===== config.mk =====
export PLATFORM = sky130hd
export DESIGN_NAME = tomasulo_issue_dispatch_writeback_flat
export DESIGN_NICKNAME = d
export VERILOG_FILES = /design/src/rtl/tid_pkg.sv /design/src/rtl/tid_ifs.sv /design/src/rtl/tid_div.sv /design/src/rtl/tid_ctrl.sv /design/src/rtl/tid_dp.sv /design/src/rtl/tomasulo_issue_dispatch_writeback.sv /design/src/flat_wrapper.sv
export SDC_FILE = /design/constraint.sdc
export NUM_CORES = 2
export LEC_CHECK = 0
export BUFFER_PORTS_ARGS = -buffer_cell sky130_fd_sc_hd__buf_2
export CAP_MARGIN = 15
export CORE_MARGIN = 2
export CORE_UTILIZATION = 40
export CTS_BUF_LIST = sky130_fd_sc_hd__clkbuf_8
export DETAILED_ROUTE_END_ITERATION = 12
export HOLD_SLACK_MARGIN = 0.05
export PLACE_DENSITY_LB_ADDON = 0.08
export SLEW_MARGIN = 40
export SYNTH_ARGS = -nofsm -noshare
export SYNTH_HDL_FRONTEND = slang
export SYNTH_SLANG_ARGS = --single-unit

===== constraint.sdc =====
create_clock -name clk -period 8.6 [get_ports clk]
set_clock_uncertainty 0.15 [all_clocks]
set_input_delay 1.29 -clock clk [delete_from_list [all_inputs] [get_ports clk]]
set_output_delay 1.29 -clock clk [all_outputs]
set_load 0.01 [all_outputs]

===== src/rtl/tid_pkg.sv =====
// ----------------------------------------------------------------------------
// tid_pkg
// Shared types and constants of the Tomasulo issue/dispatch/writeback engine.
// ----------------------------------------------------------------------------
package tid_pkg;

  localparam int DEF_NUM_REGS        = 5;
  localparam int DEF_ADD_STATIONS    = 3;
  localparam int DEF_MULDIV_STATIONS = 2;
  localparam int NUM_UNITS           = 3;
  localparam int MAX_WB              = 3;
  localparam int WB_CNT_W            = $clog2(MAX_WB + 1);

  localparam logic [2:0] OP_ADD  = 3'd0;
  localparam logic [2:0] OP_ADDI = 3'd1;
  localparam logic [2:0] OP_SUB  = 3'd2;
  localparam logic [2:0] OP_MUL  = 3'd3;
  localparam logic [2:0] OP_DIV  = 3'd4;

  localparam logic [1:0] UNIT_ADD = 2'd0;
  localparam logic [1:0] UNIT_MUL = 2'd1;
  localparam logic [1:0] UNIT_DIV = 2'd2;

  localparam logic [1:0] CFG_ADD_LAT = 2'd0;
  localparam logic [1:0] CFG_MUL_LAT = 2'd1;
  localparam logic [1:0] CFG_DIV_LAT = 2'd2;

  localparam logic KIND_STATUS = 1'b0;
  localparam logic KIND_WB     = 1'b1;

  localparam logic [7:0] RST_ADD_LAT = 8'd1;
  localparam logic [7:0] RST_MUL_LAT = 8'd4;
  localparam logic [7:0] RST_DIV_LAT = 8'd8;

  typedef enum logic [2:0] {
    ST_IDLE,
    ST_DISP,
    ST_WB_CHECK,
    ST_WB_WAIT,
    ST_WB_APPLY,
    ST_SEND_STATUS,
    ST_SEND_WB
  } tid_state_t;

  typedef struct packed {
    logic accept;
    logic idx_clear;
    logic idx_inc;
    logic disp_step;
    logic wb_start;
    logic wb_apply;
    logic load_status;
    logic load_wb;
    logic tick_done;
  } tid_cmd_t;

  typedef struct packed {
    logic idx_last;
    logic wb_hit;
    logic div_busy;
    logic out_free;
    logic wb_pending;
  } tid_stat_t;

  function automatic logic [1:0] unit_of(input logic [2:0] op);
    if (op < OP_MUL) return UNIT_ADD;
    return (op == OP_MUL) ? UNIT_MUL : UNIT_DIV;
  endfunction

endpackage


===== src/rtl/tid_ifs.sv =====
// ----------------------------------------------------------------------------
// tid channel interfaces
// Instruction, result and configuration channels, valid/ready handshake.
// ----------------------------------------------------------------------------
interface tid_in_if;
  logic       valid;
  logic       ready;
  logic       cmd;
  logic [2:0] opcode;
  logic [2:0] dest_reg;
  logic       first_is_reg;
  logic [3:0] first_operand;
  logic       second_is_reg;
  logic [3:0] second_operand;
  modport source (output valid, cmd, opcode, dest_reg, first_is_reg, first_operand,
                  second_is_reg, second_operand, input ready);
  modport sink (input valid, cmd, opcode, dest_reg, first_is_reg, first_operand,
                second_is_reg, second_operand, output ready);
endinterface

interface tid_out_if;
  logic               valid;
  logic               ready;
  logic               kind;
  logic [31:0]        cycle_number;
  logic               issued;
  logic [2:0]         issue_tag;
  logic               all_idle;
  logic               changed;
  logic [2:0]         wb_tag;
  logic signed [31:0] wb_value;
  logic [4:0]         wb_reg_mask;
  logic               last;
  modport source (output valid, kind, cycle_number, issued, issue_tag, all_idle, changed,
                  wb_tag, wb_value, wb_reg_mask, last, input ready);
  modport sink (input valid, kind, cycle_number, issued, issue_tag, all_idle, changed,
                wb_tag, wb_value, wb_reg_mask, last, output ready);
endinterface

interface tid_cfg_if;
  logic       valid;
  logic       ready;
  logic [1:0] index;
  logic [7:0] data;
  modport source (output valid, index, data, input ready);
  modport sink (input valid, index, data, output ready);
endinterface


===== src/rtl/tid_div.sv =====
// ----------------------------------------------------------------------------
// tid_div
// Signed 32-bit restoring divider, one quotient bit per cycle, truncating.
// ----------------------------------------------------------------------------
module tid_div (
  input  logic        clk,
  input  logic        rst,
  input  logic        start,
  input  logic [31:0] a,
  input  logic [31:0] b,
  output logic        busy,
  output logic [31:0] q
);
  import tid_pkg::*;

  logic [32:0] rem;
  logic [31:0] quo;
  logic [31:0] mb;
  logic        neg;
  logic        zero;
  logic [4:0]  cnt;
  logic [32:0] rem_sh;
  logic [32:0] rem_sub;

  assign rem_sh  = {rem[31:0], quo[31]};
  assign rem_sub = rem_sh - {1'b0, mb};

  always_ff @(posedge clk) begin
    if (rst) begin
      busy <= 1'b0;
      cnt  <= '0;
    end else if (start) begin
      busy <= 1'b1;
      cnt  <= '0;
      rem  <= '0;
      quo  <= a[31] ? (32'd0 - a) : a;
      mb   <= b[31] ? (32'd0 - b) : b;
      neg  <= a[31] ^ b[31];
      zero <= (b == 32'd0);
    end else if (busy) begin
      if (!rem_sub[32]) begin
        rem <= rem_sub;
        quo <= {quo[30:0], 1'b1};
      end else begin
        rem <= rem_sh;
        quo <= {quo[30:0], 1'b0};
      end
      cnt <= cnt + 5'd1;
      if (cnt == 5'd31) busy <= 1'b0;
    end
  end

  assign q = zero ? 32'd0 : (neg ? (32'd0 - quo) : quo);

endmodule


===== src/rtl/tid_ctrl.sv =====
// ----------------------------------------------------------------------------
// tid_ctrl
// Tick sequencer: issue, dispatch sweep, writeback sweep, result delivery.
// ----------------------------------------------------------------------------
module tid_ctrl (
  input  logic              clk,
  input  logic              rst,
  input  logic              in_valid,
  output logic              in_ready,
  input  tid_pkg::tid_stat_t stat,
  output tid_pkg::tid_cmd_t  cmd
);
  import tid_pkg::*;

  tid_state_t state, state_next;

  always_ff @(posedge clk) begin
    if (rst) state <= ST_IDLE;
    else     state <= state_next;
  end

  always_comb begin
    state_next = state;
    cmd        = '0;
    in_ready   = 1'b0;
    case (state)
      ST_IDLE: begin
        in_ready = 1'b1;
        if (in_valid) begin
          cmd.accept    = 1'b1;
          cmd.idx_clear = 1'b1;
          state_next    = ST_DISP;
        end
      end
      ST_DISP: begin
        cmd.disp_step = 1'b1;
        if (stat.idx_last) begin
          cmd.idx_clear = 1'b1;
          state_next    = ST_WB_CHECK;
        end else begin
          cmd.idx_inc = 1'b1;
        end
      end
      ST_WB_CHECK: begin
        if (stat.wb_hit) begin
          cmd.wb_start = 1'b1;
          state_next   = ST_WB_WAIT;
        end else if (stat.idx_last) begin
          state_next = ST_SEND_STATUS;
        end else begin
          cmd.idx_inc = 1'b1;
        end
      end
      ST_WB_WAIT: begin
        if (!stat.div_busy) state_next = ST_WB_APPLY;
      end
      ST_WB_APPLY: begin
        cmd.wb_apply = 1'b1;
        if (stat.idx_last) begin
          state_next = ST_SEND_STATUS;
        end else begin
          cmd.idx_inc = 1'b1;
          state_next  = ST_WB_CHECK;
        end
      end
      ST_SEND_STATUS: begin
        if (stat.out_free) begin
          cmd.load_status = 1'b1;
          state_next      = ST_SEND_WB;
        end
      end
      ST_SEND_WB: begin
        if (!stat.wb_pending) begin
          cmd.tick_done = 1'b1;
          state_next    = ST_IDLE;
        end else if (stat.out_free) begin
          cmd.load_wb = 1'b1;
        end
      end
      default: state_next = ST_IDLE;
    endcase
  end

`ifndef NO_ASSERTIONS
  a_load_free: assert property (@(posedge clk) disable iff (rst)
    (cmd.load_status || cmd.load_wb) |-> stat.out_free)
    else $error("result word loaded over an untaken one");
  a_apply_div_done: assert property (@(posedge clk) disable iff (rst)
    (state == ST_WB_APPLY) |-> !stat.div_busy)
    else $error("writeback applied while divider running");
  a_wait_after_start: assert property (@(posedge clk) disable iff (rst)
    cmd.wb_start |=> (state == ST_WB_WAIT))
    else $error("writeback start not followed by wait");
`endif

endmodule


===== src/rtl/tid_dp.sv =====
// ----------------------------------------------------------------------------
// tid_dp
// Datapath: rename table, stations, unit schedule, execute, result buffer.
// ----------------------------------------------------------------------------
module tid_dp #(
  parameter int NUM_REGS        = tid_pkg::DEF_NUM_REGS,
  parameter int ADD_STATIONS    = tid_pkg::DEF_ADD_STATIONS,
  parameter int MULDIV_STATIONS = tid_pkg::DEF_MULDIV_STATIONS
) (
  input  logic              clk,
  input  logic              rst,
  input  tid_pkg::tid_cmd_t  cmd,
  output tid_pkg::tid_stat_t stat,
  input  logic              in_cmd,
  input  logic [2:0]        in_opcode,
  input  logic [2:0]        in_dest_reg,
  input  logic              in_first_is_reg,
  input  logic [3:0]        in_first_operand,
  input  logic              in_second_is_reg,
  input  logic [3:0]        in_second_operand,
  tid_cfg_if.sink           cfg,
  tid_out_if.source         result
);
  import tid_pkg::*;

  localparam int NUM_ST = ADD_STATIONS + MULDIV_STATIONS;
  localparam int TAG_W  = $clog2(NUM_ST);
  localparam int REG_W  = $clog2(NUM_REGS);

  logic [7:0]       lat [NUM_UNITS];
  logic [31:0]      cyc;
  logic [31:0]      ufc [NUM_UNITS];
  logic [31:0]      regv [NUM_REGS];
  logic             rv [NUM_REGS];
  logic [TAG_W-1:0] rt [NUM_REGS];
  logic             busy [NUM_ST];
  logic [2:0]       sop [NUM_ST];
  logic             pa [NUM_ST];
  logic [TAG_W-1:0] ta [NUM_ST];
  logic [31:0]      va [NUM_ST];
  logic             pb [NUM_ST];
  logic [TAG_W-1:0] tb [NUM_ST];
  logic [31:0]      vb [NUM_ST];
  logic [31:0]      stc [NUM_ST];
  logic [31:0]      fin [NUM_ST];
  logic [TAG_W-1:0] idx;

  logic             issued, changed;
  logic [TAG_W-1:0] itag;
  logic [2:0]       cur_op;
  logic [31:0]      res;
  logic             div_busy;
  logic [31:0]      div_q;
  logic [31:0]      wb_val;

  logic [2:0]        bt [MAX_WB];
  logic [31:0]       bv [MAX_WB];
  logic [4:0]        bm [MAX_WB];
  logic [WB_CNT_W-1:0] cnt, rd;

  // issue selection
  logic             ok, found, is_add;
  logic [TAG_W-1:0] sel;
  logic [REG_W-1:0] didx, fidx, sidx;
  logic             f_pend, s_pend;
  logic [31:0]      f_val, s_val;

  // dispatch / writeback terms
  logic [1:0]  du;
  logic [7:0]  dlat;
  logic [31:0] dst, dfin;
  logic        all_idle;
  logic [NUM_REGS-1:0] wmask;
  logic [31:0] wmask32;

  always_comb begin
    is_add = in_opcode < OP_MUL;
    didx   = REG_W'(in_dest_reg);
    fidx   = REG_W'(in_first_operand);
    sidx   = REG_W'(in_second_operand);
    ok     = (in_opcode <= OP_DIV) && (32'(in_dest_reg) < NUM_REGS)
          && (!in_first_is_reg || (32'(in_first_operand) < NUM_REGS))
          && (!in_second_is_reg || (32'(in_second_operand) < NUM_REGS));
    found  = 1'b0;
    sel    = '0;
    for (int s = 0; s < NUM_ST; s++) begin
      if (!found && !busy[s] && ((s < ADD_STATIONS) == is_add)) begin
        found = 1'b1;
        sel   = TAG_W'(s);
      end
    end
    f_pend = in_first_is_reg && rv[fidx];
    s_pend = in_second_is_reg && rv[sidx];
    f_val  = f_pend ? 32'd0 : (in_first_is_reg ? regv[fidx] : 32'(in_first_operand));
    s_val  = s_pend ? 32'd0 : (in_second_is_reg ? regv[sidx] : 32'(in_second_operand));
  end

  always_comb begin
    du   = unit_of(sop[idx]);
    dlat = (lat[du] == 8'd0) ? 8'd1 : lat[du];
    dst  = (cyc >= ufc[du]) ? (cyc + 32'd1) : ufc[du];
    dfin = dst + 32'(dlat);
  end

  assign wb_val = (cur_op == OP_DIV) ? div_q : res;

  always_comb begin
    all_idle = 1'b1;
    for (int s = 0; s < NUM_ST; s++) if (busy[s]) all_idle = 1'b0;
    for (int j = 0; j < NUM_REGS; j++) if (rv[j]) all_idle = 1'b0;
    for (int j = 0; j < NUM_REGS; j++) wmask[j] = rv[j] && (rt[j] == idx);
    wmask32 = 32'(wmask);
  end

  assign stat.idx_last   = (32'(idx) == NUM_ST - 1);
  assign stat.wb_hit     = busy[idx] && (fin[idx] != 32'd0) && (fin[idx] == cyc);
  assign stat.div_busy   = div_busy;
  assign stat.out_free   = !result.valid || result.ready;
  assign stat.wb_pending = (rd != cnt);

  assign cfg.ready = 1'b1;

  tid_div u_div (
    .clk   (clk),
    .rst   (rst),
    .start (cmd.wb_start && (sop[idx] == OP_DIV)),
    .a     (va[idx]),
    .b     (vb[idx]),
    .busy  (div_busy),
    .q     (div_q)
  );

  always_ff @(posedge clk) begin
    if (rst) begin
      lat[UNIT_ADD] <= RST_ADD_LAT;
      lat[UNIT_MUL] <= RST_MUL_LAT;
      lat[UNIT_DIV] <= RST_DIV_LAT;
    end else if (cfg.valid) begin
      case (cfg.index)
        CFG_ADD_LAT: lat[UNIT_ADD] <= cfg.data;
        CFG_MUL_LAT: lat[UNIT_MUL] <= cfg.data;
        CFG_DIV_LAT: lat[UNIT_DIV] <= cfg.data;
        default: ;
      endcase
    end
  end

  always_ff @(posedge clk) begin
    if (rst) begin
      cyc     <= 32'd1;
      idx     <= '0;
      issued  <= 1'b0;
      changed <= 1'b0;
      itag    <= '0;
      cnt     <= '0;
      rd      <= '0;
      cur_op  <= OP_ADD;
      for (int u = 0; u < NUM_UNITS; u++) ufc[u] <= 32'd0;
      for (int j = 0; j < NUM_REGS; j++) begin
        regv[j] <= 32'(j * 2);
        rv[j]   <= 1'b0;
        rt[j]   <= '0;
      end
      for (int s = 0; s < NUM_ST; s++) begin
        busy[s] <= 1'b0;
        sop[s]  <= OP_ADD;
        pa[s]   <= 1'b0;
        ta[s]   <= '0;
        pb[s]   <= 1'b0;
        tb[s]   <= '0;
        stc[s]  <= 32'd0;
        fin[s]  <= 32'd0;
      end
    end else begin
      if (cmd.idx_clear)    idx <= '0;
      else if (cmd.idx_inc) idx <= idx + 1'b1;

      if (cmd.accept) begin
        cnt     <= '0;
        rd      <= '0;
        issued  <= 1'b0;
        changed <= 1'b0;
        itag    <= '0;
        if (in_cmd && ok && found) begin
          busy[sel] <= 1'b1;
          sop[sel]  <= in_opcode;
          pa[sel]   <= f_pend;
          ta[sel]   <= f_pend ? rt[fidx] : '0;
          va[sel]   <= f_val;
          pb[sel]   <= s_pend;
          tb[sel]   <= s_pend ? rt[sidx] : '0;
          vb[sel]   <= s_val;
          stc[sel]  <= 32'd0;
          fin[sel]  <= 32'd0;
          rv[didx]  <= 1'b1;
          rt[didx]  <= sel;
          issued    <= 1'b1;
          changed   <= 1'b1;
          itag      <= sel;
        end
      end

      if (cmd.disp_step && busy[idx] && !pa[idx] && !pb[idx] && (stc[idx] == 32'd0)) begin
        stc[idx] <= dst;
        fin[idx] <= dfin;
        ufc[du]  <= dfin;
      end

      if (cmd.wb_start) begin
        cur_op <= sop[idx];
        case (sop[idx])
          OP_SUB:  res <= va[idx] - vb[idx];
          OP_MUL:  res <= va[idx] * vb[idx];
          default: res <= va[idx] + vb[idx];
        endcase
      end

      if (cmd.wb_apply) begin
        for (int j = 0; j < NUM_REGS; j++) begin
          if (wmask[j]) begin
            rv[j]   <= 1'b0;
            rt[j]   <= '0;
            regv[j] <= wb_val;
          end
        end
        busy[idx] <= 1'b0;
        sop[idx]  <= OP_ADD;
        pa[idx]   <= 1'b0;
        ta[idx]   <= '0;
        pb[idx]   <= 1'b0;
        tb[idx]   <= '0;
        stc[idx]  <= 32'd0;
        fin[idx]  <= 32'd0;
        // broadcast to waiting operands
        for (int s = 0; s < NUM_ST; s++) begin
          if (busy[s] && pa[s] && ta[s] == idx) begin
            pa[s] <= 1'b0;
            ta[s] <= '0;
            va[s] <= wb_val;
          end
          if (busy[s] && pb[s] && tb[s] == idx) begin
            pb[s] <= 1'b0;
            tb[s] <= '0;
            vb[s] <= wb_val;
          end
        end
        changed <= 1'b1;
        if (32'(cnt) < MAX_WB) begin
          bt[cnt] <= 3'(idx);
          bv[cnt] <= wb_val;
          bm[cnt] <= wmask32[4:0];
          cnt     <= cnt + 1'b1;
        end
      end

      if (cmd.load_wb) rd <= rd + 1'b1;
      if (cmd.tick_done) cyc <= cyc + 32'd1;
    end
  end

  // result word register
  always_ff @(posedge clk) begin
    if (rst) begin
      result.valid <= 1'b0;
    end else if (cmd.load_status || cmd.load_wb) begin
      result.valid <= 1'b1;
    end else if (result.ready) begin
      result.valid <= 1'b0;
    end
  end

  always_ff @(posedge clk) begin
    if (cmd.load_status) begin
      result.kind         <= KIND_STATUS;
      result.cycle_number <= cyc;
      result.issued       <= issued;
      result.issue_tag    <= 3'(itag);
      result.all_idle     <= all_idle;
      result.changed      <= changed;
      result.wb_tag       <= 3'd0;
      result.wb_value     <= 32'sd0;
      result.wb_reg_mask  <= 5'd0;
      result.last         <= (cnt == '0);
    end else if (cmd.load_wb) begin
      result.kind         <= KIND_WB;
      result.cycle_number <= cyc;
      result.issued       <= 1'b0;
      result.issue_tag    <= 3'd0;
      result.all_idle     <= 1'b0;
      result.changed      <= 1'b0;
      result.wb_tag       <= bt[rd];
      result.wb_value     <= bv[rd];
      result.wb_reg_mask  <= bm[rd];
      result.last         <= ((rd + 1'b1) == cnt);
    end
  end

`ifndef NO_ASSERTIONS
  a_cnt_bound: assert property (@(posedge clk) disable iff (rst)
    (32'(cnt) <= MAX_WB) && (rd <= cnt))
    else $error("result buffer pointers out of range");
  a_apply_frees: assert property (@(posedge clk) disable iff (rst)
    cmd.wb_apply |=> !busy[$past(idx)])
    else $error("station still busy after writeback");
  a_issue_class: assert property (@(posedge clk) disable iff (rst)
    (cmd.accept && in_cmd && ok && found) |=> issued && busy[itag])
    else $error("issued instruction has no busy station");
`endif

endmodule


===== src/rtl/tomasulo_issue_dispatch_writeback.sv =====
// ----------------------------------------------------------------------------
// tomasulo_issue_dispatch_writeback
// Tomasulo-style issue, dispatch and writeback engine; each issue word is one modeled tick.
// ----------------------------------------------------------------------------
// Channels: issue (sink) takes one tick word, optionally offering an
// instruction; result (source) returns a status word followed by up to three
// writeback words, the final one flagged with last; cfg writes the three unit
// latencies (index 0 add/sub, 1 mul, 2 div) and is always ready.
// A tick is taken only when the previous tick's words are all queued. It then
// runs issue, a dispatch sweep over the stations and a writeback check of
// each station; a writeback starts the unit result (a divide runs the divider,
// one quotient bit per cycle) and then applies it; last come the result words
// and the close of the tick. Each unit finishes at most one instruction per
// tick, so the worst tick has an add, a multiply and a divide writing back
// together.
// Reset (rst, synchronous) restores cycle 1, registers 0,2,4,6,8, no renames,
// free stations and latencies 1/4/8; there is no clearing pass.
// A stalled receiver holds the result word in its register; the sequencer
// waits and the issue channel stays not ready until the last word is loaded.
// ----------------------------------------------------------------------------
module tomasulo_issue_dispatch_writeback #(
  parameter int NUM_REGS        = tid_pkg::DEF_NUM_REGS,
  parameter int ADD_STATIONS    = tid_pkg::DEF_ADD_STATIONS,
  parameter int MULDIV_STATIONS = tid_pkg::DEF_MULDIV_STATIONS
) (
  input  logic      clk,
  input  logic      rst,
  tid_in_if.sink    issue,
  tid_out_if.source result,
  tid_cfg_if.sink   cfg
);
  import tid_pkg::*;

  tid_cmd_t  cmd;
  tid_stat_t stat;
  logic      in_ready;

  assign issue.ready = in_ready;

  tid_ctrl u_ctrl (
    .clk      (clk),
    .rst      (rst),
    .in_valid (issue.valid),
    .in_ready (in_ready),
    .stat     (stat),
    .cmd      (cmd)
  );

  tid_dp #(
    .NUM_REGS        (NUM_REGS),
    .ADD_STATIONS    (ADD_STATIONS),
    .MULDIV_STATIONS (MULDIV_STATIONS)
  ) u_dp (
    .clk               (clk),
    .rst               (rst),
    .cmd               (cmd),
    .stat              (stat),
    .in_cmd            (issue.cmd),
    .in_opcode         (issue.opcode),
    .in_dest_reg       (issue.dest_reg),
    .in_first_is_reg   (issue.first_is_reg),
    .in_first_operand  (issue.first_operand),
    .in_second_is_reg  (issue.second_is_reg),
    .in_second_operand (issue.second_operand),
    .cfg               (cfg),
    .result            (result)
  );

endmodule


===== src/flat_wrapper.sv =====
// flat-port wrapper written by rule: the top's interface ports become plain ports
module tomasulo_issue_dispatch_writeback_flat import tid_pkg::*;
#(
  parameter int NUM_REGS        = tid_pkg::DEF_NUM_REGS,
  parameter int ADD_STATIONS    = tid_pkg::DEF_ADD_STATIONS,
  parameter int MULDIV_STATIONS = tid_pkg::DEF_MULDIV_STATIONS
)
  (clk, rst, issue_valid, issue_cmd, issue_opcode, issue_dest_reg, issue_first_is_reg, issue_first_operand, issue_second_is_reg, issue_second_operand, issue_ready, result_valid, result_kind, result_cycle_number, result_issued, result_issue_tag, result_all_idle, result_changed, result_wb_tag, result_wb_value, result_wb_reg_mask, result_last, result_ready, cfg_valid, cfg_index, cfg_data, cfg_ready);
  tid_in_if issue_i ();
  tid_out_if result_i ();
  tid_cfg_if cfg_i ();
  input  logic clk;
  input  logic rst;
  input wire logic [$bits(issue_i.valid)-1:0] issue_valid;
  input wire logic [$bits(issue_i.cmd)-1:0] issue_cmd;
  input wire logic [$bits(issue_i.opcode)-1:0] issue_opcode;
  input wire logic [$bits(issue_i.dest_reg)-1:0] issue_dest_reg;
  input wire logic [$bits(issue_i.first_is_reg)-1:0] issue_first_is_reg;
  input wire logic [$bits(issue_i.first_operand)-1:0] issue_first_operand;
  input wire logic [$bits(issue_i.second_is_reg)-1:0] issue_second_is_reg;
  input wire logic [$bits(issue_i.second_operand)-1:0] issue_second_operand;
  output wire logic [$bits(issue_i.ready)-1:0] issue_ready;
  output wire logic [$bits(result_i.valid)-1:0] result_valid;
  output wire logic [$bits(result_i.kind)-1:0] result_kind;
  output wire logic [$bits(result_i.cycle_number)-1:0] result_cycle_number;
  output wire logic [$bits(result_i.issued)-1:0] result_issued;
  output wire logic [$bits(result_i.issue_tag)-1:0] result_issue_tag;
  output wire logic [$bits(result_i.all_idle)-1:0] result_all_idle;
  output wire logic [$bits(result_i.changed)-1:0] result_changed;
  output wire logic [$bits(result_i.wb_tag)-1:0] result_wb_tag;
  output wire logic [$bits(result_i.wb_value)-1:0] result_wb_value;
  output wire logic [$bits(result_i.wb_reg_mask)-1:0] result_wb_reg_mask;
  output wire logic [$bits(result_i.last)-1:0] result_last;
  input wire logic [$bits(result_i.ready)-1:0] result_ready;
  input wire logic [$bits(cfg_i.valid)-1:0] cfg_valid;
  input wire logic [$bits(cfg_i.index)-1:0] cfg_index;
  input wire logic [$bits(cfg_i.data)-1:0] cfg_data;
  output wire logic [$bits(cfg_i.ready)-1:0] cfg_ready;
  assign issue_i.valid = issue_valid;
  assign issue_i.cmd = issue_cmd;
  assign issue_i.opcode = issue_opcode;
  assign issue_i.dest_reg = issue_dest_reg;
  assign issue_i.first_is_reg = issue_first_is_reg;
  assign issue_i.first_operand = issue_first_operand;
  assign issue_i.second_is_reg = issue_second_is_reg;
  assign issue_i.second_operand = issue_second_operand;
  assign issue_ready = issue_i.ready;
  assign result_valid = result_i.valid;
  assign result_kind = result_i.kind;
  assign result_cycle_number = result_i.cycle_number;
  assign result_issued = result_i.issued;
  assign result_issue_tag = result_i.issue_tag;
  assign result_all_idle = result_i.all_idle;
  assign result_changed = result_i.changed;
  assign result_wb_tag = result_i.wb_tag;
  assign result_wb_value = result_i.wb_value;
  assign result_wb_reg_mask = result_i.wb_reg_mask;
  assign result_last = result_i.last;
  assign result_i.ready = result_ready;
  assign cfg_i.valid = cfg_valid;
  assign cfg_i.index = cfg_index;
  assign cfg_i.data = cfg_data;
  assign cfg_ready = cfg_i.ready;
  tomasulo_issue_dispatch_writeback #(.NUM_REGS(NUM_REGS), .ADD_STATIONS(ADD_STATIONS), .MULDIV_STATIONS(MULDIV_STATIONS)) u_core (.clk(clk), .rst(rst), .issue(issue_i), .result(result_i), .cfg(cfg_i));
endmodule

After elaboration in Yosys (flattened, before gate mapping)

Memory sizes are Yosys's and may differ from the RTL's. A register that Yosys moved wholly into a read port is not among the register bits.
Cells that the tools add are included.

Register bits: 227
Memory bits (writable): 1,120
Logic and storage cells: 614
Memories: 18

Memory list:

| name             | words | width | rd ports | clocked after memory_dff | wr ports | line         | text |
|---|---|---|---|---|---|---|---|
| u_core.u_dp.fin  | 5     | 32    | 1        | 1                        | 5        | tid_dp.sv:45 | `logic [31:0] fin [NUM_ST];` |
| u_core.u_dp.regv | 5     | 32    | 2        | 0                        | 5        | tid_dp.sv:33 | `logic [31:0] regv [NUM_REGS];` |
| u_core.u_dp.stc  | 5     | 32    | 1        | 1                        | 5        | tid_dp.sv:44 | `logic [31:0] stc [NUM_ST];` |
| u_core.u_dp.va   | 5     | 32    | 1        | 1                        | 5        | tid_dp.sv:40 | `logic [31:0] va [NUM_ST];` |
| u_core.u_dp.vb   | 5     | 32    | 1        | 1                        | 5        | tid_dp.sv:43 | `logic [31:0] vb [NUM_ST];` |
| u_core.u_dp.bv   | 3     | 32    | 1        | 1                        | 1        | tid_dp.sv:57 | `logic [31:0] bv [MAX_WB];` |
| 12 more memories | --    | --    | --       | --                       | --       | --           |  |

$add $sub $neg: 12
$mul: 1
Order comparisons: 8
Equal/unequal tests: 58
Muxes and demuxes: 286
Bitwise logic cells: 103
Reductions and logical operators: 102

Operators by type and width:

| cell                                                                | number |
|---|---|
| 32-bit 2-to-1 mux                                                   | 29 |
| 32-bit OR reduction                                                 | 7 |
| 3-bit 2-to-1 mux                                                    | 67 |
| 1-bit 2-to-1 mux                                                    | 169 |
| 1-bit by 32-bit subtractor with 32-bit output, first input constant | 3 |
| 3-bit equality test, second input constant                          | 26 |
| 32-bit logical NOT                                                  | 2 |
| 32-bit one-hot mux with 2 select lines                              | 1 |
| 1-bit logical AND                                                   | 48 |
| 3-bit equality test                                                 | 15 |
| 1-bit AND                                                           | 40 |
| 1-bit bitwise OR                                                    | 40 |
| 33-bit by 32-bit subtractor with 33-bit output                      | 1 |
| 32-bit by 1-bit adder with 32-bit output, second input constant     | 1 |
| 32-bit adder                                                        | 1 |
| 32-bit by 8-bit adder with 32-bit output                            | 1 |
| 32-bit equality test                                                | 1 |
| 32-bit greater-or-equal comparator                                  | 1 |
| 32-bit by 32-bit multiplier with 32-bit output                      | 1 |
| 8-bit 2-to-1 mux                                                    | 4 |
| 32-bit nonzero test                                                 | 1 |
| 32-bit subtractor                                                   | 1 |
| 31-bit 2-to-1 mux                                                   | 1 |
| 2-bit 2-to-1 mux                                                    | 12 |
| other kinds (33)                                                    | 97 |

Depth between registers and ports, before layout

An unclocked memory read counts as a cell.

Depth after elaboration: 28
Mapped depth: 41
Gate-level depth less buffers: 30

Hierarchy

A second synthesis with hierarchy kept.

Cell total of the unflattened synthesis: 8,726
Area, all modules: 101,573.7 sq um

By module, submodules not included:

| module   | times used | cells each | area an instance (sq um) | sequential area each (sq um) |
|---|---|---|---|---|
| tid_dp   | 1          | 7,840      | 93,358.3                 | 49,177.2 |
| tid_div  | 1          | 839        | 7,885.1                  | 3,062.9 |
| tid_ctrl | 1          | 47         | 330.3                    | 60.1 |

Worst setup path before layout

Ideal clock, no wire load.

Path type: register -> register
From: register with a tool-made name
To: register u_core.u_dp.res[30], data pin
Setup time: 0.270 ns
Arrival: 8.951 ns
Required time: 8.180 ns
Path slack: -0.771 ns
Stages on the path, launching flop included: 37
Buffers on the path: 11
Cell sequence: dfxtp_1 buf_4 buf_6 buf_6 buf_6 buf_6 buf_4 buf_2 buf_4 buf_4 buf_4 mux4_2 o21ai_0 clkbuf_1 nor2_1 fa_1 inv_1 fa_1 fa_1 fa_1 inv_1 fa_1 inv_1 fa_1 inv_1 fa_1 fa_1 ha_1 and2_1 nand2_1 o22ai_1 a211oi_1 o21ai_0 a21o_1 a21oi_1 xor2_1 mux2i_1

RTL lines:

| item                   | line          | text |
|---|---|---|
| end signal: assignment | tid_dp.sv:212 | `OP_SUB: res <= va[idx] - vb[idx];` |
| end signal: assignment | tid_dp.sv:213 | `OP_MUL: res <= va[idx] * vb[idx];` |
| end signal: assignment | tid_dp.sv:214 | `default: res <= va[idx] + vb[idx];` |
| end: declaration       | tid_dp.sv:51  | `logic [31:0] res;` |

==> impl_metrics.toml <==
[synthesis]
synth_flop_cell = "edfxtp_1"
yosysSeqAreaShare_pct = 52.5
netlist_instances = 8603
ys_types = 90
synth-async-reset-ratio_pct = 0
yosys_warnings = 0
synth_seq_cells = 1804
synth_edf_count = 1649
synth_area_um2 = 100000
syn_avg_cell_area_um2 = 11.7

[floorplan]
coreArea_um2 = 249000
die_area_um2 = 255000
rows = 183
die_w_um = 505
start_util_pct = 40.3
ios = 115
die_h_um = 505

[worst_setup_path]
path_max_fanout = 20
cp-start-kind = "flip-flop"
slowest_delay_ps = 550
crit_required_ps = 9100
end_kind = "flip-flop"
crit_arrival_ps = 8900
slowest_stage = "fa_1"
crit_type = "flip-flop to flip-flop"
critPathMostFrequentCell = "fa_1"

[clock_tree]
cts_buffers = 329
clk_pin_slew_ps = 60
clock_sinks = 1804
clk_latency_ps = 1000
cts_tree = "built"
cts_max_level = 5
clock_path_buffers = 4
root_buffer = "clkbuf_8"

[global_routing]
antenna_found_initial = 20
grt_pass1_wl_um = 488000
overflow = 0
grt_use_total_pct = 26.0
grt_pass1_vias = 71000
grt_max_degree = 73

[drt]
dr_total_vias = 69800
via_per_inst = 5.40
first_pass_iters = 6
routed_wl_um = 336000
ant_nets = 0
drt_iter0_drc = 5910
wire_per_inst_um = 26.0
drc_errors = 0

[timing]
rsz0062_at_grt = "true"
fin_crit_sh_pct = 97.7
holdWs_ps = 214
fin_ws_ps = 198
slew_violations = 0
maxSlewHeadroom_pct = 43.6
clock.fmax_mhz = 119
setup_viol = 0
fin_crit_ps = 8400
hold_viol_final = 0
worstMarginPinSlew_ps = 847

[layout]
num-nets-final = 10000
area_growth_pct = 16.3
drive_above_1_share_pct = 17.8
final_area_um2 = 117000
fin_util_pct = 46.8

[worst_hold_path]
hp-class = "flip-flop to flip-flop"

[placement]
dpl-instance-area_um2 = 110000
post-dp-hpwl_um = 241000
place_ws_ps = -372
gp_congestion = 0.965
io_buffers = 113

[status]
status = "complete, no violations"

[run]
maxCapViolations = 0
==> cell families after synthesis <==
| family | count (synthesis) | share of synthesized area, % |
|---|---|---|
| AOI/OAI and AO/OA | 1138 | 6.50 |
| xor gates and xnor gates | 401 | 3.55 |
| adders and majority gates | 653 | 11.2 |
| buffers and inverters | 1178 | 4.60 |
| DFF | 1804 | 52.5 |
| muxes | 609 | 9.20 |
| other | 2 | 0.00749 |
| and+or+nand+nor | 2818 | 12.5 |
==> sequential cells by signal (all words and copies together), names as in the netlist, 32 cells and up, named ones only <==
register / count
u_core.u_dp.cyc: 32
u_core.u_dp.regv: 160
u_core.u_dp.res: 32
u_core.u_dp.vb: 256
u_core.u_dp.u_div.quo: 32
u_core.u_dp.result.cycle_number: 32
u_core.u_dp.u_div.rem: 32
u_core.u_dp.ufc: 96
u_core.u_dp.va: 256
u_core.u_dp.fin: 256
u_core.u_dp.u_div.mb: 32
u_core.u_dp.stc: 256
u_core.u_dp.bv: 96
u_core.u_dp.result.wb_value: 32
==> Yosys cell counts (all sizes together) (135+ instances only) <==
library cell	n	area, um2
edfxtp	1649	49500
mux2i	325	3270
xor2	135	1190
fa	411	8230
dfxtp	155	3100
mux4	246	5540
o21ai	496	2480
inv	643	2410
clkbuf	386	1450
xnor2	265	2350
nand2	778	2920
buf	135	699
ha	242	3030
nor2	1235	4640
a21oi	340	1700
==> per-layer routing <==
layer | GRT usage (%) | wire length [um] | vias up
li1 | - | - | 31400
met1 | 36.0 | 147000 | 35600
met2 | 42.7 | 160000 | 2341
met3 | 3.22 | 18700 | 472
met4 | 7.47 | 10300 | 8
met5 | 0 | 59 | -
==> repair_timing <==
item | CTS | global route
resized for setup | 16 | 61
pin swaps | 2 | 12
setup endpoints to repair | 7 | 14
cloned | 2 | 2
hold buffers | 0 | 0
buffers inserted | 7 | 24
==> through the flow <==
stage | cells | TNS [ps]
after floorplan | 8806 | 0
after global placement | 12300 | -178
after detailed placement | 12300 | -1230
after CTS | 12900 | 0
after global routing | 12900 | -262
final | 12900 | 0
==> final cells by class <==
class | count | area (um2)
fill | 23100 | 132000
sequential | 1804 | 52600
multi-input combinational | 5825 | 44900
timing repair buffer | 706 | 6330
clock buffer | 347 | 4780
tap | 3330 | 4170
inverter | 657 | 2470
clock inverter | 241 | 1420
antenna | 7 | 17.5
==> critical path: cells and delay by family (launching register included) <==
kind                     cells  cell delay, ps
multiplexers                 3             830
AO/OA/AOI/OAI                7            1210
adder cells (fa/ha/maj)      9            4190
AND/OR/NAND/NOR              3             230
buffers and inverters        6             810
XOR/XNOR                     1             170
flip-flops                   1             450
==> worst paths after layout <==
kind / from / depth (start not counted) / endpoint / slack [ps]
hold reg to reg: u_core.u_dp.rv[5] / 0 / u_core.u_dp.rv[5] / 210
hold / removal: u_core.u_dp.rv[5] / 0 / u_core.u_dp.rv[5] / 210
setup / recovery: flip-flop / 29 / u_core.u_dp.res[30] / 200
setup reg to reg: flip-flop / 29 / u_core.u_dp.res[30] / 200
==> layout by cell type, fill, tap and decap left out, drive strengths merged, types with 47 or more instances in the layout <==
cell type,count
conb,205
o21ai,496
ha,242
nor3,82
a21o,47
clkinv,113
dfxtp,155
nor4,96
edfxtp,1649
a31oi,49
clkbuf,348
buf,705
and2,73
inv,768
xnor2,265
nor2,1235
nand2b,91
xor2,135
or2,117
mux4,246
fa,411
nand3,126
nand4,50
a21oi,340
mux2i,325
nand2,778
Power is not shown: default switching activity piles up to over one toggle a cycle in this logic, so the estimate is an artifact.
